## src/mssc_pkg.sv

```systemverilog
// Shared types, constants and decode functions for the seven-segment clock core.
package mssc_pkg;

    localparam int SCAN_W = 10;
    localparam int SECP_W = 16;
    localparam int CFG_IDX_W = 1;
    localparam int CFG_DATA_W = 16;

    localparam logic [SCAN_W-1:0] SCAN_PERIOD_RST = 10'd25;
    localparam logic [SECP_W-1:0] SECOND_PERIOD_RST = 16'd100;
    localparam logic [4:0] HOURS_PER_DAY = 5'd24;
    localparam logic [5:0] SIXTY = 6'd60;

    localparam logic [CFG_IDX_W-1:0] CFG_SCAN_PERIOD = 1'b0;
    localparam logic [CFG_IDX_W-1:0] CFG_SECOND_PERIOD = 1'b1;

    typedef struct packed {
        logic [5:0]       seconds;
        logic [5:0]       minutes;
        logic [4:0]       hours;
        logic [SCAN_W-1:0] scan_cd;
        logic [SECP_W-1:0] sec_cd;
        logic             due;
        logic [1:0]       sel;
        logic             dot;
        logic [3:0][3:0]  digits;
        logic [3:0]       enable;
        logic [7:0]       segments;
    } t_state;

    // Tens digit of a value below 64.
    function automatic logic [3:0] tens_of(input logic [5:0] v);
        logic [3:0] t;
        if (v >= 6'd60)      t = 4'd6;
        else if (v >= 6'd50) t = 4'd5;
        else if (v >= 6'd40) t = 4'd4;
        else if (v >= 6'd30) t = 4'd3;
        else if (v >= 6'd20) t = 4'd2;
        else if (v >= 6'd10) t = 4'd1;
        else                 t = 4'd0;
        return t;
    endfunction

    // Units digit of a value below 64.
    function automatic logic [3:0] units_of(input logic [5:0] v);
        logic [6:0] p;
        logic [5:0] r;
        p = 7'({3'd0, tens_of(v)} * 7'd10);
        r = v - p[5:0];
        return r[3:0];
    endfunction

    // Active-low segment code g..a, bit7 high; codes above nine blank.
    function automatic logic [7:0] seg_code(input logic [3:0] d);
        logic [7:0] s;
        case (d)
            4'd0: s = 8'hC0;
            4'd1: s = 8'hF9;
            4'd2: s = 8'hA4;
            4'd3: s = 8'hB0;
            4'd4: s = 8'h99;
            4'd5: s = 8'h92;
            4'd6: s = 8'h82;
            4'd7: s = 8'hF8;
            4'd8: s = 8'h80;
            4'd9: s = 8'h90;
            default: s = 8'hFF;
        endcase
        return s;
    endfunction

endpackage

```

## src/mssc_tick_if.sv

```systemverilog
// Valid/ready channel carrying one timer tick beat.
interface mssc_tick_if;
    logic valid;
    logic ready;
    logic tick;

    modport source (output valid, output tick, input ready);
    modport sink (input valid, input tick, output ready);
endinterface

```

## src/mssc_disp_if.sv

```systemverilog
// Valid/ready channel carrying one display and time beat.
interface mssc_disp_if;
    logic       valid;
    logic       ready;
    logic [3:0] digit_enable;
    logic [7:0] segments;
    logic       dot;
    logic [4:0] hours;
    logic [5:0] minutes;
    logic [5:0] seconds;

    modport source (output valid, output digit_enable, output segments, output dot,
                    output hours, output minutes, output seconds, input ready);
    modport sink (input valid, input digit_enable, input segments, input dot,
                  input hours, input minutes, input seconds, output ready);
endinterface

```

## src/multiplexed_seven_segment_clock_core.sv

```systemverilog
// Top level of the multiplexed four-digit seven-segment clock core.
// Each input beat carries one timer tick flag; every beat yields exactly one output beat
// showing the held digit enable (active-low, one-cold once scanning starts), the active-low
// segment code, the colon dot and the hh:mm:ss time after that tick. One beat is taken per
// clock cycle while the output is not stalled. The accepting edge loads the input register;
// a single pass of counter and decode logic then loads the result register once that one is
// free or is being drained, and the result beat is offered from there. The input keeps
// accepting while a result waits, as long as the input register is empty, or the result
// register is free or is drained in the same cycle; with the output stalled, one beat
// waits in each register and the input holds off. Configuration: index 0 is the scan
// period (ticks per digit step), index 1 the second period (ticks until a second is due);
// a new period takes effect at the next reload of its countdown, and a period of zero
// acts as one. Write the periods only while no beat is in flight.
module multiplexed_seven_segment_clock_core
    import mssc_pkg::*;
(
    input  logic                  i_clk,
    input  logic                  i_rst_n,
    mssc_tick_if.sink             i_tick,
    mssc_disp_if.source           o_disp,
    input  logic                  i_cfg_we,
    input  logic [CFG_IDX_W-1:0]  i_cfg_index,
    input  logic [CFG_DATA_W-1:0] i_cfg_data
);

    logic              r_in_valid;
    logic              r_in_tick;
    logic              r_out_valid;
    logic [SCAN_W-1:0] r_scan_period;
    logic [SECP_W-1:0] r_second_period;
    t_state            r_state;
    t_state            n_state;
    t_state            r_out;
    t_state            c_rst_state;
    logic              w_adv;
    logic              w_fire;

    // Result register may be loaded when empty or being drained this cycle.
    assign w_adv  = ~r_out_valid | o_disp.ready;
    assign w_fire = r_in_valid & w_adv;
    assign i_tick.ready = ~r_in_valid | w_adv;

    always_comb begin
        c_rst_state = '0;
        c_rst_state.scan_cd = SCAN_PERIOD_RST;
        c_rst_state.sec_cd = SECOND_PERIOD_RST;
        c_rst_state.digits[0] = 4'd6;
        c_rst_state.digits[1] = 4'd7;
        c_rst_state.digits[2] = 4'd8;
        c_rst_state.digits[3] = 4'd9;
        c_rst_state.enable = 4'hF;
        c_rst_state.segments = 8'hFF;
    end

    mssc_step u_step (
        .i_state         (r_state),
        .i_tick          (r_in_tick),
        .i_scan_period   (r_scan_period),
        .i_second_period (r_second_period),
        .o_state         (n_state)
    );

    // Configuration registers; unknown indexes are dropped.
    always_ff @(posedge i_clk) begin
        if (!i_rst_n) begin
            r_scan_period <= SCAN_PERIOD_RST;
            r_second_period <= SECOND_PERIOD_RST;
        end else if (i_cfg_we) begin
            case (i_cfg_index)
                CFG_SCAN_PERIOD:   r_scan_period <= i_cfg_data[SCAN_W-1:0];
                CFG_SECOND_PERIOD: r_second_period <= i_cfg_data[SECP_W-1:0];
                default: ;
            endcase
        end
    end

    // Input register: hold a beat until the step logic can consume it.
    always_ff @(posedge i_clk) begin
        if (!i_rst_n) begin
            r_in_valid <= 1'b0;
        end else if (i_tick.valid & i_tick.ready) begin
            r_in_valid <= 1'b1;
        end else if (w_fire) begin
            r_in_valid <= 1'b0;
        end
    end

    always_ff @(posedge i_clk) begin
        if (i_tick.valid & i_tick.ready) begin
            r_in_tick <= i_tick.tick;
        end
    end

    // Clock state advances once per consumed beat.
    always_ff @(posedge i_clk) begin
        if (!i_rst_n) begin
            r_state <= c_rst_state;
        end else if (w_fire) begin
            r_state <= n_state;
        end
    end

    // Result register.
    always_ff @(posedge i_clk) begin
        if (!i_rst_n) begin
            r_out_valid <= 1'b0;
        end else if (w_fire) begin
            r_out_valid <= 1'b1;
        end else if (o_disp.ready) begin
            r_out_valid <= 1'b0;
        end
    end

    always_ff @(posedge i_clk) begin
        if (w_fire) begin
            r_out <= n_state;
        end
    end

    assign o_disp.valid        = r_out_valid;
    assign o_disp.digit_enable = r_out.enable;
    assign o_disp.segments     = r_out.segments;
    assign o_disp.dot          = r_out.dot;
    assign o_disp.hours        = r_out.hours;
    assign o_disp.minutes      = r_out.minutes;
    assign o_disp.seconds      = r_out.seconds;

    // At most one digit is ever enabled.
    a_one_cold: assert property (@(posedge i_clk) disable iff (!i_rst_n)
        o_disp.valid |-> ($countones(~o_disp.digit_enable) <= 1))
        else $error("more than one digit enabled");

    // Time stays within a day.
    a_time_range: assert property (@(posedge i_clk) disable iff (!i_rst_n)
        o_disp.valid |-> (o_disp.hours < HOURS_PER_DAY && o_disp.minutes < SIXTY
                          && o_disp.seconds < SIXTY))
        else $error("time out of range");

    // A beat without a tick leaves the state untouched.
    a_idle_hold: assert property (@(posedge i_clk) disable iff (!i_rst_n)
        (w_fire && !r_in_tick) |=> $stable(r_state))
        else $error("state changed without a tick");

    // A second pending with the countdown parked at zero.
    a_due_parked: assert property (@(posedge i_clk) disable iff (!i_rst_n)
        r_state.due |-> (r_state.sec_cd == '0))
        else $error("second due with countdown running");

endmodule

```

## src/mssc_step.sv

```systemverilog
// Next-state logic for one tick: countdowns, time advance and digit scan.
module mssc_step
    import mssc_pkg::*;
(
    input  t_state            i_state,
    input  logic              i_tick,
    input  logic [SCAN_W-1:0] i_scan_period,
    input  logic [SECP_W-1:0] i_second_period,
    output t_state            o_state
);

    always_comb begin
        t_state s;
        logic [5:0] sec_inc;
        logic [5:0] min_inc;
        logic [4:0] hr_inc;
        s = i_state;
        sec_inc = s.seconds + 6'd1;
        min_inc = s.minutes + 6'd1;
        hr_inc = s.hours + 5'd1;
        if (i_tick) begin
            if (s.sec_cd <= SECP_W'(1)) begin
                s.sec_cd = '0;
                s.due = 1'b1;
            end else begin
                s.sec_cd = s.sec_cd - SECP_W'(1);
            end
            if (s.scan_cd <= SCAN_W'(1)) begin
                if (s.due) begin
                    // advance hh:mm:ss by one second
                    if (sec_inc >= SIXTY) begin
                        s.seconds = '0;
                        if (min_inc >= SIXTY) begin
                            s.minutes = '0;
                            s.hours = (hr_inc >= HOURS_PER_DAY) ? 5'd0 : hr_inc;
                        end else begin
                            s.minutes = min_inc;
                        end
                    end else begin
                        s.seconds = sec_inc;
                    end
                    s.dot = ~s.dot;
                    s.sec_cd = i_second_period;
                    s.due = 1'b0;
                    s.digits[0] = tens_of({1'b0, s.hours});
                    s.digits[1] = units_of({1'b0, s.hours});
                    s.digits[2] = tens_of(s.minutes);
                    s.digits[3] = units_of(s.minutes);
                end
                s.enable = ~(4'b0001 << s.sel);
                s.segments = seg_code(s.digits[s.sel]);
                s.sel = s.sel + 2'd1;
                s.scan_cd = i_scan_period;
            end else begin
                s.scan_cd = s.scan_cd - SCAN_W'(1);
            end
        end
        o_state = s;
    end

endmodule
```

## src/flat_wrapper.sv

```systemverilog
// flat-port wrapper written by rule: the top's interface ports become plain ports
module multiplexed_seven_segment_clock_core_flat import mssc_pkg::*;
  (i_clk, i_rst_n, i_cfg_we, i_cfg_index, i_cfg_data, i_tick_valid, i_tick_tick, i_tick_ready, o_disp_valid, o_disp_digit_enable, o_disp_segments, o_disp_dot, o_disp_hours, o_disp_minutes, o_disp_seconds, o_disp_ready);
  mssc_tick_if i_tick_i ();
  mssc_disp_if o_disp_i ();
  input  logic i_clk;
  input  logic i_rst_n;
  input  logic i_cfg_we;
  input  logic [CFG_IDX_W-1:0] i_cfg_index;
  input  logic [CFG_DATA_W-1:0] i_cfg_data;
  input wire logic [$bits(i_tick_i.valid)-1:0] i_tick_valid;
  input wire logic [$bits(i_tick_i.tick)-1:0] i_tick_tick;
  output wire logic [$bits(i_tick_i.ready)-1:0] i_tick_ready;
  output wire logic [$bits(o_disp_i.valid)-1:0] o_disp_valid;
  output wire logic [$bits(o_disp_i.digit_enable)-1:0] o_disp_digit_enable;
  output wire logic [$bits(o_disp_i.segments)-1:0] o_disp_segments;
  output wire logic [$bits(o_disp_i.dot)-1:0] o_disp_dot;
  output wire logic [$bits(o_disp_i.hours)-1:0] o_disp_hours;
  output wire logic [$bits(o_disp_i.minutes)-1:0] o_disp_minutes;
  output wire logic [$bits(o_disp_i.seconds)-1:0] o_disp_seconds;
  input wire logic [$bits(o_disp_i.ready)-1:0] o_disp_ready;
  assign i_tick_i.valid = i_tick_valid;
  assign i_tick_i.tick = i_tick_tick;
  assign i_tick_ready = i_tick_i.ready;
  assign o_disp_valid = o_disp_i.valid;
  assign o_disp_digit_enable = o_disp_i.digit_enable;
  assign o_disp_segments = o_disp_i.segments;
  assign o_disp_dot = o_disp_i.dot;
  assign o_disp_hours = o_disp_i.hours;
  assign o_disp_minutes = o_disp_i.minutes;
  assign o_disp_seconds = o_disp_i.seconds;
  assign o_disp_i.ready = o_disp_ready;
  multiplexed_seven_segment_clock_core u_core (.i_clk(i_clk), .i_rst_n(i_rst_n), .i_tick(i_tick_i), .o_disp(o_disp_i), .i_cfg_we(i_cfg_we), .i_cfg_index(i_cfg_index), .i_cfg_data(i_cfg_data));
endmodule
```

## config.mk

```make
export PLATFORM = sky130hd
export DESIGN_NAME = multiplexed_seven_segment_clock_core_flat
export DESIGN_NICKNAME = d
export VERILOG_FILES = /design/src/mssc_pkg.sv /design/src/mssc_tick_if.sv /design/src/mssc_disp_if.sv /design/src/multiplexed_seven_segment_clock_core.sv /design/src/mssc_step.sv /design/src/flat_wrapper.sv
export SDC_FILE = /design/constraint.sdc
export NUM_CORES = 1
export LEC_CHECK = 0
export ABC_AREA = 1
export BUFFER_PORTS_ARGS = -buffer_cell sky130_fd_sc_hd__buf_2
export CORE_MARGIN = 5
export CORE_UTILIZATION = 45
export CTS_CLUSTER_SIZE = 25
export DETAILED_ROUTE_END_ITERATION = 10
export PLACE_DENSITY = 0.64
export SYNTH_ARGS = -nofsm -noshare
export SYNTH_HDL_FRONTEND = slang
export SYNTH_SLANG_ARGS = --single-unit
```

## constraint.sdc

```tcl
create_clock -name i_clk -period 4.1 [get_ports i_clk]
set_clock_uncertainty 0.15 [all_clocks]
set_input_delay 0 -clock i_clk [delete_from_list [all_inputs] [get_ports i_clk]]
set_output_delay 0 -clock i_clk [all_outputs]
set_load 0.02 [all_outputs]
```

==> flow_summary.ini <==
[synthesis]
synth-edff-count = 31
synth_cells = 947
synth-seq-cells = 134
yosysMostFrequentCell = nand2_1
yosysWarnings = 0
synth_area_leaders = dfxtp_1 29%, edfxtp_1 13%, nand2_1 10%, o21ai_0 7.1%, inv_1 6.4%
syn-cell-area_mm2 = 0.00700
synth_top_area_cell = dfxtp_1
ys_seq_area_share_pct = 42.7
synth.distinct_cells = 47
syn_avg_cell_area_um2 = 7.40
syn_nets = 990
synth_top_area_share_pct = 29.4
synthFlopType = dfxtp_1
async_flop_share_pct = 0
synth_common_cells = 192 x nand2_1, 120 x inv_1, 106 x nor2_1

[layout]
seqCellArea_mm2 = 0.00302
multi_input_area_mm2 = 0.00375
diodes = 0
final_nets = 1101
drive_above_1_share_pct = 21.1
final_cells = 1282
areaGrowthSynthToFinish_pct = 29.0
fillers = 1394

[timing]
setup_viol = 0
worst_slew_pin_slew_ps = 940
tns_ps = 0
layout_worst_path_cycle_share_pct = 98.0
relSlewSlack_pct = 37.3
rsz0062_at_grt = yes
drv_slew = 0
period_needed_ps = 4020
fmax_ghz = 0.249
finalHoldViolations = 0
fin_hold_ws_ps = 40.5

[drt]
drc = 0
vias_per_cell = 5.02
drt_wl_total_mm = 17.0
drt_iter0_markers = 413
vias = 6439
drtAntennaViolNets = 0
drt_pass1_iterations = 5
drt-wirelength-per-cell_um = 13.3

[clock_network]
clock_path_buffers = 2
numCtsBuffers = 17
cts_tree = yes
clock_latency_ps = 430
path_clk_slew_ps = 60
htree_num_levels = 4
cts_sinks = 134
cts_root_buffer = clkbuf_16

[global_route]
grt_pass1_wl_mm = 27.4
grt_usage_pct = 18.4
grt_remaining_overflow = 0
first_global_vias = 5780
antenna_found_initial = 0
grt_max_degree = 56

[floorplan]
rows = 45
core_mm2 = 0.0153
ios = 55
die_w_um = 135
start_util_pct = 45.9
dieArea_mm2 = 0.0182
die_h_um = 135

[worst_setup_path]
path_depth = 26
critPathMaxStageDelay_ps = 440
cp-end-kind = register
ff2ff_path_depth = 26
worstPathArrival_ps = 4060
cp_data_required_time_ps = 4140
critPathTopFamily = simple AND/OR/NAND/NOR gates
path_buf_inv = 4
cp_max_fo = 7
start_kind = register
path_class = register to register
worst_path_max_delay_cell = fa_1

[place]
hpwl_mm = 11.0
place.port_buffers = 54
gp_congestion = 0.900
dp_cells = 1197

[outcome]
status = finished, final reports clean

[run]
max_cap_violations = 0

[power]
vdd_drop_max_v = 0.000427
finalPower_mw = 3.36
cellPowerDensity_mw_per_mm2 = 372
p_leak_nw = 3.89

[hold_path]
hold_class = input pin to register
hold_path_depth = 2
path summary, 6_finish.rpt:
path,startpoint,to,slack [ps]
setup / recovery,u_core.r_state[64],u_core.o_disp.segments[5],80
hold / removal,i_rst_n,u_core.r_state[52],40
setup reg to reg,u_core.r_state[64],u_core.o_disp.segments[5],80
hold reg to reg,u_core.r_state[7],u_core.r_state[7],290
metrics by stage:
stage               utilization [%]  setup slack, ps  instance area [µm²]
floorplan                         -              330                 7000
global placement               49.3              119                 7520
detailed placement             49.3           0.0384                 7520
CTS                            55.7             22.9                 8500
global route                   59.2             -166                 9030
finish                         59.2             80.8                 9030
layout make-up:
class	count	share of cell area [%]
multi-input cells	658	41.5
well taps	211	2.92
inverters	129	5.50
flip-flops and latches	134	33.4
clock inverters	12	1.79
repair buffers	118	9.43
clock buffers	20	5.42
placed cells by master, fill, tap and decap left out, types with 7 or more instances in the layout:
| master | count |
|---|---|
| nand2_1 | 178 |
| inv_1 | 115 |
| nor2_1 | 102 |
| o21ai_0 | 96 |
| dfxtp_1 | 92 |
| buf_2 | 54 |
| a21oi_1 | 51 |
| nand3_1 | 47 |
| dlygate4sd3_1 | 31 |
| edfxtp_1 | 31 |
| buf_4 | 29 |
| nand2_2 | 19 |
| clkbuf_16 | 19 |
| ha_1 | 15 |
| xor2_1 | 13 |
| nand3_2 | 12 |
| nand2_4 | 10 |
| or2_2 | 10 |
| o211ai_1 | 10 |
| a211oi_1 | 10 |
| nor2_4 | 8 |
| inv_2 | 7 |
flip-flops by register name (all words and copies together), names as in the netlist, 4 cells and up:
signal,flops
u_core.o_disp.minutes,6
u_core.o_disp.seconds,6
u_core.r_second_period,16
u_core.r_state,75
u_core.o_disp.segments,8
u_core.o_disp.digit_enable,4
u_core.o_disp.hours,5
u_core.r_scan_period,10
worst register-to-register path, delay by kind of cell (launching register included):
kind                       cells  cell delay [ps]
buffers and inverters          4              180
DFF                            1              370
adders and majority gates      3              770
and+or+nand+nor               16             1800
AOI/OAI and AO/OA              3              530
timing repair:
action | CTS | global route
gates cloned | 0 | 3
hold buffers | 31 | 0
endpoints found under the setup margin | 2 | 14
gates resized for setup | 0 | 98
pin swaps | 1 | 28
endpoints found under the hold margin | 30 | 0
buffers inserted | 3 | 16
layer usage:
metal  GRT usage [%]  part of all wire [%]  vias to the layer above
li1                -                     -                     3343
met1            23.7                    46                     2926
met2            31.4                    48                      140
met3            3.80                   4.1                       30
met4            5.20                   1.5                        0
met5               0                     0                        -
where the power goes:
part / total (mW) / switching (mW) / internal [mW]
Clock: 1.65 / 0.599 / 1.05
Combinational: 0.276 / 0.165 / 0.111
Sequential: 1.43 / 0.0286 / 1.40
Total: 3.36 / 0.792 / 2.56
kinds of logic (layout without fill, tap and decap cells):
family | after synthesis | after routing | synth area share [%]
and+or+nand+nor | 412 | 415 | 25.8
AOI/OAI and AO/OA | 207 | 207 | 16.9
buffers and inverters | 158 | 279 | 8.70
DFF | 134 | 134 | 42.7
adders and majority gates | 20 | 20 | 3.79
xor gates and xnor gates | 15 | 15 | 1.88
muxes | 1 | 1 | 0.143
Power figures use the tool's default switching activity.
